<file path="config.mk">
export PLATFORM = sky130hd
export DESIGN_NAME = usr_regs
export DESIGN_NICKNAME = d
export VERILOG_FILES = /design/src/hdl/usr_pkg.sv /design/src/hdl/usr_regs.sv
export SDC_FILE = /design/constraint.sdc
export NUM_CORES = 1
export LEC_CHECK = 0
export ABC_AREA = 1
export BUFFER_PORTS_ARGS = -buffer_cell sky130_fd_sc_hd__buf_2
export CAP_MARGIN = 20
export CORE_ASPECT_RATIO = 0.75
export CORE_UTILIZATION = 44
export CTS_BUF_LIST = sky130_fd_sc_hd__clkbuf_16
export DETAILED_ROUTE_END_ITERATION = 10
export GPL_ROUTABILITY_DRIVEN = 0
export PLACE_DENSITY = 0.8
export SYNTH_ARGS = -nofsm -noshare
export SYNTH_HDL_FRONTEND = slang
export SYNTH_SLANG_ARGS = --single-unit
export TNS_END_PERCENT = 20
</file>
<file path="constraint.sdc">
create_clock -name clk -period 1.15 [get_ports clk]
set_clock_uncertainty 0.1 [all_clocks]
set_input_delay 0.1725 -clock clk [delete_from_list [all_inputs] [get_ports clk]]
set_output_delay 0.1725 -clock clk [all_outputs]
set_load 0.02 [all_outputs]
</file>
<file path="src/hdl/usr_pkg.sv">
// Shared types and constants for the ultrasonic ranger with moving average.
// Holds the register map, the configuration struct and the per-beat status struct.
// No dependencies.
package usr_pkg;

    localparam int RAW_W  = 24;
    localparam int ADDR_W = 4;
    localparam int DATA_W = 32;

    localparam int NUM_SENSORS = 3;

    localparam logic [RAW_W-1:0] RAW_MAX = '1;

    localparam logic [1:0] REG_TRIGGER_TICKS  = 2'd0;
    localparam logic [1:0] REG_TIMER_PRESCALE = 2'd1;
    localparam logic [1:0] REG_DISTANCE_SCALE = 2'd2;

    localparam logic [15:0] TRIGGER_TICKS_RST  = 16'd1000;
    localparam logic [15:0] TIMER_PRESCALE_RST = 16'd1024;
    localparam logic [7:0]  DISTANCE_SCALE_RST = 8'd45;

    typedef struct packed {
        logic [15:0] trigger_ticks;
        logic [15:0] timer_prescale;
        logic [7:0]  distance_scale;
    } cfg_t;

    typedef struct packed {
        logic [2:0] trigger_pins;
        logic       busy;
        logic       done;
        logic [1:0] sensor_id;
    } status_t;

endpackage

</file>
<file path="src/hdl/usr_regs.sv">
// APB-style configuration registers of the ultrasonic ranger.
// Depends on usr_pkg for the register map and cfg_t.
module usr_regs (
    input  logic                       clk,
    input  logic                       rst_n,
    input  logic                       psel,
    input  logic                       penable,
    input  logic                       pwrite,
    input  logic [usr_pkg::ADDR_W-1:0] paddr,
    input  logic [usr_pkg::DATA_W-1:0] pwdata,
    output logic [usr_pkg::DATA_W-1:0] prdata,
    output logic                       pready,
    output usr_pkg::cfg_t              cfg
);
    import usr_pkg::*;

    logic [15:0] trigger_ticks_reg;
    logic [15:0] timer_prescale_reg;
    logic [7:0]  distance_scale_reg;
    logic        wr_en;
    logic [1:0]  reg_idx;

    assign pready  = 1'b1;
    assign wr_en   = psel && penable && pwrite;
    assign reg_idx = paddr[ADDR_W-1:2];

    always_ff @(posedge clk or negedge rst_n)
    begin
        if (!rst_n)
        begin
            trigger_ticks_reg  <= TRIGGER_TICKS_RST;
            timer_prescale_reg <= TIMER_PRESCALE_RST;
            distance_scale_reg <= DISTANCE_SCALE_RST;
        end
        else if (wr_en)
        begin
            unique case (reg_idx)
                REG_TRIGGER_TICKS:  trigger_ticks_reg  <= pwdata[15:0];
                REG_TIMER_PRESCALE: timer_prescale_reg <= pwdata[15:0];
                REG_DISTANCE_SCALE: distance_scale_reg <= pwdata[7:0];
                default:            ;
            endcase
        end
    end

    always_comb
    begin
        unique case (reg_idx)
            REG_TRIGGER_TICKS:  prdata = DATA_W'(trigger_ticks_reg);
            REG_TIMER_PRESCALE: prdata = DATA_W'(timer_prescale_reg);
            REG_DISTANCE_SCALE: prdata = DATA_W'(distance_scale_reg);
            default:            prdata = '0;
        endcase
    end

    assign cfg.trigger_ticks  = trigger_ticks_reg;
    assign cfg.timer_prescale = timer_prescale_reg;
    assign cfg.distance_scale = distance_scale_reg;

endmodule

</file>
==> results.json <==
{
  "path_cells": "nand2_2 -> nand3_2 -> buf_6",
  "first_pass_iters": 4,
  "cts_tree": "done",
  "synth_area_um2": 1990,
  "wl_um": 5110,
  "crit_path_start_kind": "flop",
  "cts_root_buf": "clkbuf_16",
  "hold_class": "input port to flop",
  "post-route-period-util": 1.19,
  "critical_path_depth": 3,
  "vias": 1905,
  "layout_common_cells": "168 x nand2_1, 57 x buf_2, 29 x dfrtp_1",
  "crit_family": "flip-flops",
  "drv_slew": 0,
  "final_cell_area_um2": 2800,
  "core.rowCount": 20,
  "crit_end": "prdata[3]",
  "wl_per_cell_um": 12.4,
  "r2r-end": "trigger_ticks_reg[5]",
  "multiInputGateArea_um2": 867,
  "regToRegSetupSlack_ns": 0.24,
  "die_h_um": 60.2,
  "ys_ff_latch": 40,
  "syn_to_final_growth_pct": 40.9,
  "violations": "negative setup slack",
  "power_density_nw_per_um2": 1760,
  "max_cap_violations": 0,
  "core_um2": 4180,
  "period_minus_slack_ns": 1.37,
  "ant_nets": 0,
  "start_util": 0.476,
  "crit_type": "flop to output pin",
  "arrival_ns": 1.10,
  "layoutNonFillerInstCount": 411,
  "layout_commonest_cell": "nand2_1",
  "syn_area_per_cell_um2": 7.68,
  "cts.path.max_buffers": 2,
  "tns_ns": -3.32,
  "grt_max_degree": 18,
  "hpwl_um": 3680,
  "synth_seq_area_share": 0.510,
  "synth.yosys.warnings": 0,
  "synth.distinct_cells": 15,
  "slowest_delay_ns": 0.56,
  "port_buffers": 78,
  "drt-initial-drc-count": 93,
  "routed.top_layer": "met4",
  "die_w_um": 79.6,
  "worst-path-max-fanout": 3,
  "setup_viol": 27,
  "viasPerCell": 4.64,
  "met2_length_um": 2580,
  "fillers": 362,
  "dp_slack_ns": -0.0748,
  "wl_met1_um": 2220,
  "wl_met3_um": 232,
  "drc": 0,
  "r2r-start": "trigger_ticks_reg[5]",
  "path_clk_slew_ns": 0.06,
  "insertion_delay_ns": 0.27,
  "cts-buffers-inserted": 5,
  "finalWorstSetupSlack_ns": -0.219,
  "ctsHtreeMaxLevel": 2,
  "diodes": 0,
  "end_kind": "output pin",
  "grtUsageTotal": 0.235,
  "ios": 114,
  "antenna_found_initial": 0,
  "setup.worst_path.start": "distance_scale_reg[3]",
  "fmax_mhz": 730,
  "critPathSlowestCell": "dfstp_2",
  "dpl_cell_area_um2": 2460,
  "dp_cells": 399,
  "grt.overflow.total": 0,
  "dieArea_um2": 4800,
  "grt_pass1_vias": 1797,
  "worstPathRequired_ns": 0.88,
  "outcome": "finished, violations left",
  "ir_drop_uv": 1180,
  "p_leak_uw": 0.00167,
  "path_buf_inv": 1,
  "grt_pass1_wl_um": 8310,
  "finalHoldViolations": 0,
  "rsz0062_at_grt": "true",
  "synth_cells": 259,
  "nets": 396,
  "seqCellArea_um2": 1010,
  "total_power_uw": 4940,
  "clock_sinks": 40,
  "drive_gt1_frac": 0.376,
  "rr_worst_depth": 3
}
## where the power goes
| group | leakage [uW] | switching, uW | total [uW] | internal, uW |
|---|---|---|---|---|
| Clock | 0.0000762 | 496 | 1280 | 782 |
| Combinational | 0.00111 | 999 | 1660 | 661 |
| Sequential | 0.000483 | 240 | 2000 | 1760 |
| Total | 0.00167 | 1740 | 4940 | 3200 |
## logic make-up after synthesis
group         share of synthesized area
other cells                     0.00377
buf+inv                           0.100
simple gates                      0.386
flops                             0.510
## worst reg2reg max path, delay by kind of cell, from the launching register on
kind | cells | cell delay (ns)
buf+inv | 1 | 0.11
flops | 1 | 0.54
simple gates | 2 | 0.11
## synth_stat cells (all sizes together)
| library cell | instances | area [um2] |
|---|---|---|
| nand2 | 175 | 674 |
| dfrtp | 29 | 726 |
| buf | 23 | 180 |
| dfstp | 11 | 289 |
| nand3 | 9 | 50.1 |
| inv | 5 | 18.8 |
| nor2 | 5 | 43.8 |
| conb | 2 | 7.51 |
## metal layers
metal,up-vias,GRT usage
met1,893,0.294
li1,946,-
met4,0,0.0935
met3,7,0.0443
met5,-,0
met2,59,0.404
## layout make-up
| type | instances | share of cell area |
|---|---|---|
| repair buffers | 97 | 0.248 |
| well taps | 55 | 0.0246 |
| inverters | 5 | 0.00670 |
| flip-flops and latches | 40 | 0.362 |
| multi-input cells | 206 | 0.309 |
| clock buffers | 5 | 0.0446 |
| clock inverters | 3 | 0.00446 |
## timing repair
| action | 4_1_cts | 5_1_grt |
|---|---|---|
| hold buffers | 1 | 0 |
| setup endpoints to repair | 27 | 28 |
| endpoints found under the hold margin | 22 | 0 |
| gates cloned | 0 | 0 |
| pin swaps | 4 | 3 |
| setup buffers | 0 | 3 |
| resized for setup | 40 | 12 |
## worst min path at each step
stage,from,endpoint,depth (start not counted)
CTS,pwdata[15],timer_prescale_reg[15],3
floorplan,rst_n,distance_scale_reg[1],0
global route,pwdata[9],trigger_ticks_reg[9],3
detailed placement,rst_n,distance_scale_reg[1],1
global placement,rst_n,distance_scale_reg[1],1
finish,pwdata[15],timer_prescale_reg[15],3
## per-stage QoR
stage,hold slack [ns],util
detailed placement,-0.00893,0.589
global route,0.0155,0.671
floorplan,-0.223,-
global placement,-0.00321,0.589
CTS,0.00183,0.655
finish,0.00836,0.671
(Power assumes the default switching activity.)
