[src/hdl/usr_pkg.sv]
// Shared types and constants for the ultrasonic ranger with moving average.
// Holds the register map, the configuration struct and the per-beat status struct.
// No dependencies.
package usr_pkg;

    localparam int RAW_W  = 24;
    localparam int ADDR_W = 4;
    localparam int DATA_W = 32;

    localparam int NUM_SENSORS = 3;

    localparam logic [RAW_W-1:0] RAW_MAX = '1;

    localparam logic [1:0] REG_TRIGGER_TICKS  = 2'd0;
    localparam logic [1:0] REG_TIMER_PRESCALE = 2'd1;
    localparam logic [1:0] REG_DISTANCE_SCALE = 2'd2;

    localparam logic [15:0] TRIGGER_TICKS_RST  = 16'd1000;
    localparam logic [15:0] TIMER_PRESCALE_RST = 16'd1024;
    localparam logic [7:0]  DISTANCE_SCALE_RST = 8'd45;

    typedef struct packed {
        logic [15:0] trigger_ticks;
        logic [15:0] timer_prescale;
        logic [7:0]  distance_scale;
    } cfg_t;

    typedef struct packed {
        logic [2:0] trigger_pins;
        logic       busy;
        logic       done;
        logic [1:0] sensor_id;
    } status_t;

endpackage

[src/hdl/usr_ctrl.sv]
// Measurement sequencer: trigger pulse, echo wait and prescaled echo counting.
// Registers one status beat per accepted tick. Depends on usr_pkg.
module usr_ctrl #(
    parameter int COUNT_WIDTH = 16
) (
    input  logic                   clk,
    input  logic                   rst_n,
    input  logic                   advance,
    input  logic                   in_valid,
    input  logic                   action,
    input  logic [1:0]             sensor_select,
    input  logic [2:0]             echo_pins,
    input  usr_pkg::cfg_t          cfg,
    output logic                   valid1,
    output usr_pkg::status_t       st1,
    output logic [COUNT_WIDTH-1:0] count1
);
    import usr_pkg::*;

    typedef enum logic [3:0] {
        PH_IDLE = 4'b0001,
        PH_TRIG = 4'b0010,
        PH_WAIT = 4'b0100,
        PH_MEAS = 4'b1000
    } phase_t;

    phase_t                 phase_reg, phase_next;
    logic [1:0]             active_reg, active_next;
    logic [15:0]            trig_cnt_reg, trig_cnt_next;
    logic [15:0]            pre_cnt_reg, pre_cnt_next;
    logic [COUNT_WIDTH-1:0] echo_cnt_reg, echo_cnt_next;
    logic                   valid1_reg;
    status_t                st1_reg;
    logic [COUNT_WIDTH-1:0] count1_reg;

    logic                   accept;
    logic [15:0]            trig_len;
    logic [15:0]            pre_len;
    logic [16:0]            pre_inc;
    logic                   echo_hi;
    logic                   done;
    status_t                st_next;
    logic [COUNT_WIDTH-1:0] count_out;

    assign accept   = in_valid && advance;
    assign trig_len = (cfg.trigger_ticks == 16'd0) ? 16'd1 : cfg.trigger_ticks;
    assign pre_len  = (cfg.timer_prescale == 16'd0) ? 16'd1 : cfg.timer_prescale;
    assign pre_inc  = {1'b0, pre_cnt_reg} + 17'd1;
    assign echo_hi  = (active_reg != 2'd3) && echo_pins[active_reg];

    always_comb
    begin
        phase_next    = phase_reg;
        active_next   = active_reg;
        trig_cnt_next = trig_cnt_reg;
        pre_cnt_next  = pre_cnt_reg;
        echo_cnt_next = echo_cnt_reg;
        done          = 1'b0;
        unique case (phase_reg)
            PH_IDLE:
            begin
                if (action && (32'(sensor_select) < NUM_SENSORS))
                begin
                    active_next   = sensor_select;
                    trig_cnt_next = 16'd1;
                    phase_next    = PH_TRIG;
                end
            end
            PH_TRIG:
            begin
                if (trig_cnt_reg >= trig_len)
                    phase_next = PH_WAIT;
                else
                    trig_cnt_next = trig_cnt_reg + 16'd1;
            end
            PH_WAIT:
            begin
                if (echo_hi)
                begin
                    pre_cnt_next  = '0;
                    echo_cnt_next = '0;
                    phase_next    = PH_MEAS;
                end
            end
            PH_MEAS:
            begin
                if (echo_hi)
                begin
                    if (pre_inc >= {1'b0, pre_len})
                    begin
                        pre_cnt_next = '0;
                        if (echo_cnt_reg != '1)
                            echo_cnt_next = echo_cnt_reg + COUNT_WIDTH'(1);
                    end
                    else
                    begin
                        pre_cnt_next = pre_inc[15:0];
                    end
                end
                else
                begin
                    done       = 1'b1;
                    phase_next = PH_IDLE;
                end
            end
            default:
            begin
                phase_next = PH_IDLE;
            end
        endcase
    end

    always_comb
    begin
        st_next.trigger_pins = (phase_next == PH_TRIG) ? (3'b001 << active_next) : 3'b000;
        st_next.busy         = (phase_next != PH_IDLE);
        st_next.done         = done;
        st_next.sensor_id    = done ? active_reg : 2'd0;
        count_out            = done ? echo_cnt_reg : '0;
    end

    always_ff @(posedge clk or negedge rst_n)
    begin
        if (!rst_n)
        begin
            phase_reg    <= PH_IDLE;
            active_reg   <= '0;
            trig_cnt_reg <= '0;
            pre_cnt_reg  <= '0;
            echo_cnt_reg <= '0;
            valid1_reg   <= 1'b0;
        end
        else if (advance)
        begin
            valid1_reg <= in_valid;
            if (accept)
            begin
                phase_reg    <= phase_next;
                active_reg   <= active_next;
                trig_cnt_reg <= trig_cnt_next;
                pre_cnt_reg  <= pre_cnt_next;
                echo_cnt_reg <= echo_cnt_next;
            end
        end
    end

    always_ff @(posedge clk)
    begin
        if (accept)
        begin
            st1_reg    <= st_next;
            count1_reg <= count_out;
        end
    end

    assign valid1 = valid1_reg;
    assign st1    = st1_reg;
    assign count1 = count1_reg;

`ifndef SYNTHESIS
    a_trig_exits_to_wait: assert property (@(posedge clk) disable iff (!rst_n)
        (accept && phase_reg == PH_TRIG) |=> (phase_reg == PH_TRIG || phase_reg == PH_WAIT))
        else $error("trigger phase left to a phase other than echo wait");
    a_count_monotonic: assert property (@(posedge clk) disable iff (!rst_n)
        (accept && phase_reg == PH_MEAS && echo_hi) |=> (echo_cnt_reg >= $past(echo_cnt_reg)))
        else $error("echo count decreased during measurement");
    a_done_returns_idle: assert property (@(posedge clk) disable iff (!rst_n)
        (accept && done) |=> (phase_reg == PH_IDLE && valid1_reg && !st1_reg.busy))
        else $error("completed measurement did not return to idle");
`endif

endmodule

[config.mk]
export PLATFORM = sky130hd
export DESIGN_NAME = usr_ctrl
export DESIGN_NICKNAME = d
export VERILOG_FILES = /design/src/hdl/usr_pkg.sv /design/src/hdl/usr_ctrl.sv
export SDC_FILE = /design/constraint.sdc
export NUM_CORES = 1
export LEC_CHECK = 0
export BUFFER_PORTS_ARGS = -buffer_cell sky130_fd_sc_hd__buf_2
export CAP_MARGIN = 10
export CORE_AREA = 2 2 100 102
export CTS_CLUSTER_DIAMETER = 120
export DETAILED_ROUTE_END_ITERATION = 12
export DIE_AREA = 0 0 102 104
export GPL_TIMING_DRIVEN = 0
export PLACE_DENSITY = 0.76
export SYNTH_ARGS = -nofsm -noshare
export SYNTH_HDL_FRONTEND = slang
export SYNTH_SLANG_ARGS = --single-unit
[constraint.sdc]
create_clock -name clk -period 6.9 [get_ports clk]
set_input_delay 1.38 -clock clk [delete_from_list [all_inputs] [get_ports clk]]
set_output_delay 1.38 -clock clk [all_outputs]
set_load 0.01 [all_outputs]
==> metrics.txt, run 1 <==
outcome complete, no violations; Placeable Area 9550 µm²; CP Depth 10; die area 10600 µm²; routed wire length 11500 µm; Syn Nets 640; met3 Use GR 0.0276; Mapped Area 5110 µm²; Worst Hold Depth 2; Max Buffers Root-to-Sink 2; Worst EP required 7.18 ns; final hold viol count 0; met2 Usage GRT 0.363; count leader, synth nand2_1; FP Rows 36; Setup CP Type in2reg; Area Growth Syn to Fin 14.8%; Util after Layout 0.614; Least-Margin Pin Slew 0.981 ns; GP Congestion 0.862; die width 102 µm; register cell area after layout 2070 µm²; Synth cell types 61; FMAX 0.246 GHz; Multi-input gate area 2780 µm²; Ant. Diodes 0; Boundary Pins 74; fin. max-slew vios 0; TNS Setup 0 ns; clk root buf clkbuf_8; Area contributors post-synth dfrtp_1 (26%), edfxtp_1 (14%), ha_1 (8.6%); crit path max-delay cell type nor2_1; CP top delay family compound AO/OA/AOI/OAI gates; Antenna Nets Post-Route 0; YS warnings 0; Post-synth ARST share 0.705; Worst Path Max Fanout 9; Worst-Skew Late Latency 0.35 ns; crit start category primary input; path depth of the worst reg2reg path 12; worst min-delay path category reg2reg; max cap viols 0; clock slew at reported path FFs 0.09 ns; register area share after synthesis 0.405; Final setup violation count 0; fill cell count 862; hold_buf cts 0; critical path's largest stage delay 0.71 ns; Post-synth EDFFs 23; buffer and inverter count on the worst path 2; Final nets 717; Post-synth top cells nand2_1 (68), dfrtp_1 (54), inv_1 (45); crit end category flop; Vias per Instance 5.79; layout cells sized above 1 0.157; Syn Area/Cell 9.20 µm²; reg2reg setup slack 2.85 ns; RSZ-0062 raised after global routing no; Cells after Synth 555; IO buf count 65; H-tree levels 3; vias in the first global route 4206; drt initial violations 180; GRT busiest layer met2; post-DP HPWL 8650 µm; first-pass GRT wire length 19600 µm; post_cts resized 0; CTS Buf Count 9; cell taking the most area after synthesis dfrtp_1; worst vdd ir 0.0000921 V; Residual DRC 0; Final Cycle Share 0.590; initial antenna violation count 0; Post-CTS Setup Bufs 0; Clock Skews 0.0130 ns; largest net degree at the start of global routing 35; top cell type's share of synthesized area 0.265; total track usage 0.225; flops & latches, synth 78; PwrDens 193 nW/µm²; CTS Sinks 78; Die Ht 104 µm; TritonRoute pass-1 iters 4; Post-synth top flop dfrtp_1; Relative slew margins 0.345; DR vias 4456; grt ovf 0; met1 usage 0.322; Leakage 2.72 nW; placed cell count 754; Period minus WS final 4.07 ns; Initial Util 0.535; CTS tree done; WL/cell 15.0 µm; crit path DAT 4.35 ns; Final Non-Filler Cells 770; crit path cell chain buf_2 > nor4_1 > a41o_1 > ha_1 > inv_1 > a21oi_1 > o41ai_1 > o211ai_1 > nor2_1 > o32a_1
worst paths after layout:
path                                                end                        start
setup / recovery            echo_cnt_reg[2]$_DFFE_PN0P_                       cfg[9]
hold / removal              pre_cnt_reg[10]$_DFFE_PN0P_  pre_cnt_reg[10]$_DFFE_PN0P_
setup reg to reg            echo_cnt_reg[2]$_DFFE_PN0P_   pre_cnt_reg[2]$_DFFE_PN0P_
hold reg to reg             pre_cnt_reg[10]$_DFFE_PN0P_  pre_cnt_reg[10]$_DFFE_PN0P_
max in group asynchronous  trig_cnt_reg[11]$_DFFE_PN0P_                        rst_n
min in group asynchronous   echo_cnt_reg[1]$_DFFE_PN0P_                        rst_n
kinds of logic (layout without fill, tap and decap cells):
group                    count (synthesis)  count (layout)  synth area share
AND/OR/NAND/NOR                        209             209             0.211
AO/OA/AOI/OAI                          135             135             0.189
flip-flops                              78              78             0.405
buffers and inverters                   67             149            0.0515
adder cells (fa/ha/maj)                 35              35            0.0858
multiplexers                            17              17            0.0336
XOR/XNOR                                14              14            0.0240
worst register-to-register path: cells and delay by family (launching register included):
kind                       cells  cell delay (ns)
DFF                            1             0.47
AOI/OAI and AO/OA              4             1.21
xor gates and xnor gates       1             0.19
and+or+nand+nor                6             1.83
adders and majority gates      1             0.28
layout by cell type (no fill, tap or decap), types with 18 or more instances in the layout:
cell,n
and2_1,21
dfrtp_1,54
o21ai_0,28
nand3_1,18
edfxtp_1,23
ha_1,35
inv_1,45
buf_2,68
nand2_1,68
nor2_1,28
a21oi_1,27
stage by stage:
step	setup slack, ns	hold WS (ns)	area, µm²	total power [W]
2_1_floorplan	3.38	0.483	5110	0.000657
3_3_place_gp	2.59	0.496	5600	0.000714
3_5_place_dp	2.49	0.507	5620	0.000725
4_1_cts	2.82	0.527	5860	0.00114
5_1_grt	2.63	0.559	5860	0.00119
6_report	2.83	0.527	5860	0.00113
final cells by class:
type,instances,area share
Inverter,45,0.0288
Clock inverter,7,0.0207
Tap cell,133,0.0284
Clock buffer,9,0.0211
Timing Repair Buffer,66,0.0589
Sequential cell,78,0.353
Multi-Input combinational cell,410,0.473
Buffer,22,0.0160
metal layers:
layer / wire [µm] / vias up / part of all wire
li1: - / 2176 / -
met1: 5570 / 2139 / 0.48
met2: 5340 / 131 / 0.46
met3: 511 / 10 / 0.044
met4: 91 / 0 / 0.0079
met5: 0 / - / 0
power breakdown:
part | internal (W) | switching [W] | leakage, nW | total (W)
sequential | 0.000508 | 0.0000346 | 0.940 | 0.000542
clock | 0.000242 | 0.000176 | 0.124 | 0.000418
combinational | 0.0000709 | 0.000104 | 1.65 | 0.000174
total | 0.000821 | 0.000314 | 2.72 | 0.00113
(Power assumes the default switching activity.)
==> run 2, diff against run 1 <==
==> constraint.sdc (replaced) <==
create_clock -name clk -period 4.2 [get_ports clk]
set_input_delay 0.84 -clock clk [delete_from_list [all_inputs] [get_ports clk]]
set_output_delay 0.84 -clock clk [all_outputs]
set_load 0.01 [all_outputs]
==> metrics.txt, run 2 (synthesis results as in run 1) <==
outcome complete, no violations; Setup CP Type reg2reg; CP top delay family simple AND/OR/NAND/NOR gates; vias in the first global route 4206 (unchanged); crit path max-delay cell type dfrtp_1; Worst-Skew Late Latency 0.35 ns (about the same); Place WS 0.215 ns (-2.28 ns); CTS tree done; Worst Path Max Fanout 10 (+1); DR vias 4454 (-0.045%); GP Congestion 0.862 (unchanged); Post-CTS Setup Bufs 0 (unchanged); crit start category flop; CTS Buf Count 9 (unchanged); die area 10600 µm² (unchanged); Max Buffers Root-to-Sink 2 (unchanged); FMAX 0.253 GHz; Util after Layout 0.614 (about the same); IO buf count 65 (unchanged); PwrDens 318 nW/µm² (+64%); crit path DAT 4.19 ns (-0.16 ns); Final Non-Filler Cells 770 (unchanged); Period minus WS final 3.95 ns; register cell area after layout 2070 µm² (unchanged); TNS Setup 0 ns (unchanged); crit end category flop; Antenna Nets Post-Route 0 (unchanged); crit path cell chain and4_4 > and4_1 > and2_1 > and4_1 > xor2_1 > ha_1 > nand4_1 > nor4_1 > o41ai_1 > o211ai_1 > clkbuf_1 > o21ai_0 > a32o_1; layout cells sized above 1 0.159 (+0.00157); die width 102 µm (unchanged); CP Launch Point pre_cnt_reg[2]$_DFFE_PN0P_; buffer and inverter count on the worst path 1 (-1); RSZ-0062 raised after global routing no; Multi-input gate area 2780 µm² (about the same); placed cell count 754 (unchanged); fin. max-slew vios 0 (unchanged); Die Ht 104 µm (unchanged); Clock Skews 0.0146 ns (+0.00154 ns); clock slew at reported path FFs 0.09 ns (about the same); Final Cycle Share 0.942; Boundary Pins 74 (unchanged); Placeable Area 9550 µm² (unchanged); worst setup margin 0.245 ns (-2.59 ns); CP most frequent cell and4_1; Ant. Diodes 0 (unchanged); initial antenna violation count 0 (unchanged); Initial Util 0.535 (unchanged); Vias per Instance 5.78 (about the same); grt ovf 0 (unchanged); Final setup violation count 0 (unchanged); RR Startpoint pre_cnt_reg[2]$_DFFE_PN0P_; Leakage 2.72 nW (about the same); most frequent cells in the layout nand2_1 (68), buf_2 (68), dfrtp_1 (54), inv_1 (45), ha_1 (35); Residual DRC 0 (unchanged); routed wire length 11500 µm (about the same); CTS Sinks 78 (unchanged); Least-Margin Pin Slew 0.980 ns (-0.000891 ns); Relative slew margins 0.346 (+0.000595); first-pass GRT wire length 19600 µm (unchanged); critical path's largest stage delay 0.47 ns (-0.24 ns); total track usage 0.225 (unchanged); largest net degree at the start of global routing 35 (unchanged); drt initial violations 208 (+16%); Worst EP required 4.44 ns (-2.74 ns); worst min-delay path category in2async; Final nets 717 (unchanged); fill cell count 861 (-0.12%); design area 5870 µm² (about the same); TritonRoute pass-1 iters 5 (+1); final hold viol count 0 (unchanged); H-tree levels 3 (unchanged); WL/cell 14.9 µm (about the same); Area Growth Syn to Fin 14.9% (about the same); post-DP HPWL 8650 µm (unchanged); Post-Place Cell Area 5620 µm² (unchanged); worst vdd ir 0.000151 V (+64%); clk root buf clkbuf_8; FP Rows 36 (unchanged); max cap viols 0 (unchanged)
## run 2: cell type report
cell class	instances	area share
timing repair buffer	66	0.0589
tap	133	0.0284
multi-input combinational	410	0.474
buffer	22	0.0160
clock inverter	7	0.0207
inverter	45	0.0288
sequential	78	0.353
clock buffer	9	0.0211
## run 2: stage by stage
step,hold slack [ns],power (W)
3_5_place_dp,0.507,0.00119
5_1_grt,0.492,0.00196
3_3_place_gp,0.496,0.00117
2_1_floorplan,0.483,0.00108
6_report,0.452,0.00186
4_1_cts,0.472,0.00187
## run 2: repair_timing
action,CTS,global route
gates resized for setup,0,1
setup endpoints to repair,0,6
hold buffers,0,0
## run 2: routing by layer
| metal | share of wire | wire length [µm] | vias up | global-route usage |
|---|---|---|---|---|
| met1 | 0.49 | 5610 | 2148 | 0.322 |
| met3 | 0.044 | 501 | 9 | 0.0276 |
| met2 | 0.46 | 5310 | 117 | 0.363 |
| li1 | - | - | 2180 | - |
| met5 | 0 | 0 | - | 0 |
| met4 | 0.0075 | 86 | 0 | 0.0581 |
## run 2: power by group
group	switching, W	total [W]	internal (W)
clock	0.000288	0.000686	0.000398
combinational	0.000170	0.000287	0.000117
sequential	0.0000569	0.000891	0.000834
total	0.000515	0.00186	0.00135
## run 2: worst paths after layout
kind / to / slack [ns] / cells after the start
max reg2reg: echo_cnt_reg[6]$_DFFE_PN0P_ / 0.25 / 13
max: echo_cnt_reg[6]$_DFFE_PN0P_ / 0.25 / 13
min: echo_cnt_reg[1]$_DFFE_PN0P_ / 0.45 / 1
min in group clk: pre_cnt_reg[10]$_DFFE_PN0P_ / 0.53 / 2
min reg2reg: pre_cnt_reg[10]$_DFFE_PN0P_ / 0.53 / 2
max in group asynchronous: trig_cnt_reg[11]$_DFFE_PN0P_ / 3.18 / 2
## run 2: worst register-to-register path, stage by stage, from the launching register on
cell and delay, ns:
dfrtp_1 0.47, and4_4 0.29, and4_1 0.27, and2_1 0.22, and4_1 0.26, xor2_1 0.09, ha_1 0.32, nand4_1 0.17
nor4_1 0.35, o41ai_1 0.20, o211ai_1 0.33, clkbuf_1 0.43, o21ai_0 0.20, a32o_1 0.24
==> run 3, diff against run 2 <==
--- a/config.mk
+++ b/config.mk
@@ -13,6 +13,7 @@
 export DIE_AREA = 0 0 102 104
 export GPL_TIMING_DRIVEN = 0
 export PLACE_DENSITY = 0.76
+export REMOVE_ABC_BUFFERS = 1
 export SYNTH_ARGS = -nofsm -noshare
 export SYNTH_HDL_FRONTEND = slang
 export SYNTH_SLANG_ARGS = --single-unit
==> metrics.txt, run 3 (synthesis results as in run 1) <==
P_sw 0.000527 W (+2.2%); most common cell after layout, fill and taps aside nand2_1; GP Congestion 0.853 (-1.0%); design internal power 0.00135 W (about the same); crit path max-delay cell type o211a_1; total track usage 0.228 (+0.00210); worst min-delay path category in2async; Worst EP required 4.47 ns (+0.03 ns); PwrDens 322 nW/µm² (+1.4%); Area Growth Syn to Fin 13.9%; DR vias 4403 (-1.1%); clk root buf clkbuf_8; total power 0.00187 W (+0.57%); worst vdd ir 0.000173 V (+15%); RSZ-0062 raised after global routing no; Antenna Nets Post-Route 0 (unchanged); final hold viol count 0 (unchanged); crit path cell chain and4_4 > and4_1 > and2_1 > and4_1 > xor2_1 > ha_1 > a21oi_1 > nand2_1 > a221oi_1 > o211a_1 > nand2_1 > a32oi_1; first-pass GRT wire length 19800 µm (+0.81%); buffer and inverter count on the worst path 0 (-1); post-DP HPWL 8020 µm (-7.4%); design area 5820 µm² (-0.81%); fin. max-slew vios 0 (unchanged); outcome complete, no violations; Boundary Pins 74 (unchanged); layout cells sized above 1 0.162 (+0.00326); Die Ht 104 µm (unchanged); Post-Place Cell Area 5560 µm² (-1.1%); crit path DAT 4.14 ns (-0.05 ns); clock network fraction of total power 0.371 (+0.003); initial antenna violation count 0 (unchanged); CP top delay family simple AND/OR/NAND/NOR gates; Vias per Instance 5.86 (+1.4%); FMAX 0.258 GHz (+2.1%); Period minus WS final 3.87 ns (-0.0810 ns); Relative slew margins 0.349 (+0.00305); die width 102 µm (unchanged); fill cell count 856 (-0.58%); vias in the first global route 4292 (+2.0%); largest net degree at the start of global routing 39 (+11%); drt initial violations 258 (+24%); CTS tree done; critical path's largest stage delay 0.50 ns (+0.03 ns); TritonRoute pass-1 iters 5 (unchanged); most frequent cells in the layout nand2_1 (68), buf_2 (65), dfrtp_1 (54), inv_1 (45), ha_1 (35); CTS Sinks 78 (unchanged); sequential share of power 0.478 (about the same); hold_buf cts 0 (unchanged); clock slew at reported path FFs 0.09 ns (about the same); Final nets 698 (-2.6%); logic gate share of total power 0.151 (-0.003); H-tree levels 3 (unchanged); FP Rows 36 (unchanged); Final Cycle Share 0.922 (-0.0193); Worst Path Max Fanout 12 (+2); Least-Margin Pin Slew 0.975 ns (-0.00457 ns); die area 10600 µm² (unchanged); Leakage 2.70 nW (-0.77%); Setup CP Type reg2reg; max cap viols 0 (unchanged); Residual DRC 0 (unchanged); CTS Buf Count 9 (unchanged); Initial Util 0.535 (unchanged); crit end category flop; Placeable Area 9550 µm² (unchanged); WL/cell 15.0 µm (+0.41%); crit start category flop; grt ovf 0 (unchanged); switching share of power 0.281 (+0.00452); Final setup violation count 0 (unchanged); Max Buffers Root-to-Sink 2 (unchanged); Ant. Diodes 0 (unchanged); Worst-Skew Late Latency 0.36 ns (about the same); routed wire length 11300 µm (-2.1%); Clock Skews 0.00941 ns (-0.00518 ns); IO buf count 65 (unchanged)
==> run 3: what timing repair did <==
item | 4_1_cts | 5_1_grt
setup endpoints to repair | 3 | 0
gates resized for setup | 0 | 0
buffers inserted | 1 | 0
==> run 3: worst paths after layout <==
path,slack [ns],startpoint,end,cells past startpoint
worst max-delay path,0.33,pre_cnt_reg[2]$_DFFE_PN0P_,echo_cnt_reg[14]$_DFFE_PN0P_,12
worst min-delay path,0.42,rst_n,trig_cnt_reg[13]$_DFFE_PN0P_,1
worst max register to register,0.33,pre_cnt_reg[2]$_DFFE_PN0P_,echo_cnt_reg[14]$_DFFE_PN0P_,12
worst min register to register,0.53,valid1$_DFFE_PN0P_,valid1$_DFFE_PN0P_,2
max in group asynchronous,3.22,rst_n,echo_cnt_reg[8]$_DFFE_PN0P_,2
min in group clk,0.53,valid1$_DFFE_PN0P_,valid1$_DFFE_PN0P_,2
==> run 3: final cells by class <==
| cell class | instances | area [µm²] | area share |
|---|---|---|---|
| timing repair buffer | 69 | 388 | 0.0667 |
| inverter | 45 | 169 | 0.0290 |
| clock buffer | 9 | 124 | 0.0213 |
| clock inverter | 7 | 121 | 0.0209 |
| sequential | 78 | 2070 | 0.355 |
| tap | 133 | 166 | 0.0286 |
| multi-input combinational | 410 | 2780 | 0.478 |
==> run 3: power by group through the flow <==
| stage | clock network (W) | logic, W | registers (W) |
|---|---|---|---|
| final | 0.000696 | 0.000283 | 0.000895 |
| after global routing | 0.000730 | 0.000327 | 0.000905 |
| after CTS | 0.000705 | 0.000282 | 0.000895 |
| after detailed placement | 0 | 0.000279 | 0.000910 |
| after global placement | 0 | 0.000259 | 0.000908 |
| after floorplan | 0 | 0.000175 | 0.000900 |
==> run 3: metal layers <==
metal | up-vias | global-route usage | share of wire
met3 | 10 | 0.0423 | 0.050
met1 | 2108 | 0.317 | 0.47
met2 | 139 | 0.357 | 0.47
met4 | 0 | 0.0752 | 0.010
li1 | 2146 | - | -
met5 | - | 0 | 0
==> run 3: metrics by stage <==
stage	instances	setup slack [ns]	setup TNS, ns	util	hold WS, ns
4_1_cts	750	0.376	0	0.608	0.426
3_5_place_dp	733	-0.0298	-0.0585	0.582	0.515
6_report	751	0.326	0	0.609	0.417
2_1_floorplan	533	0.805	0	-	0.483
5_1_grt	751	0.120	0	0.609	0.437
3_3_place_gp	731	-0.114	-0.689	0.576	0.506
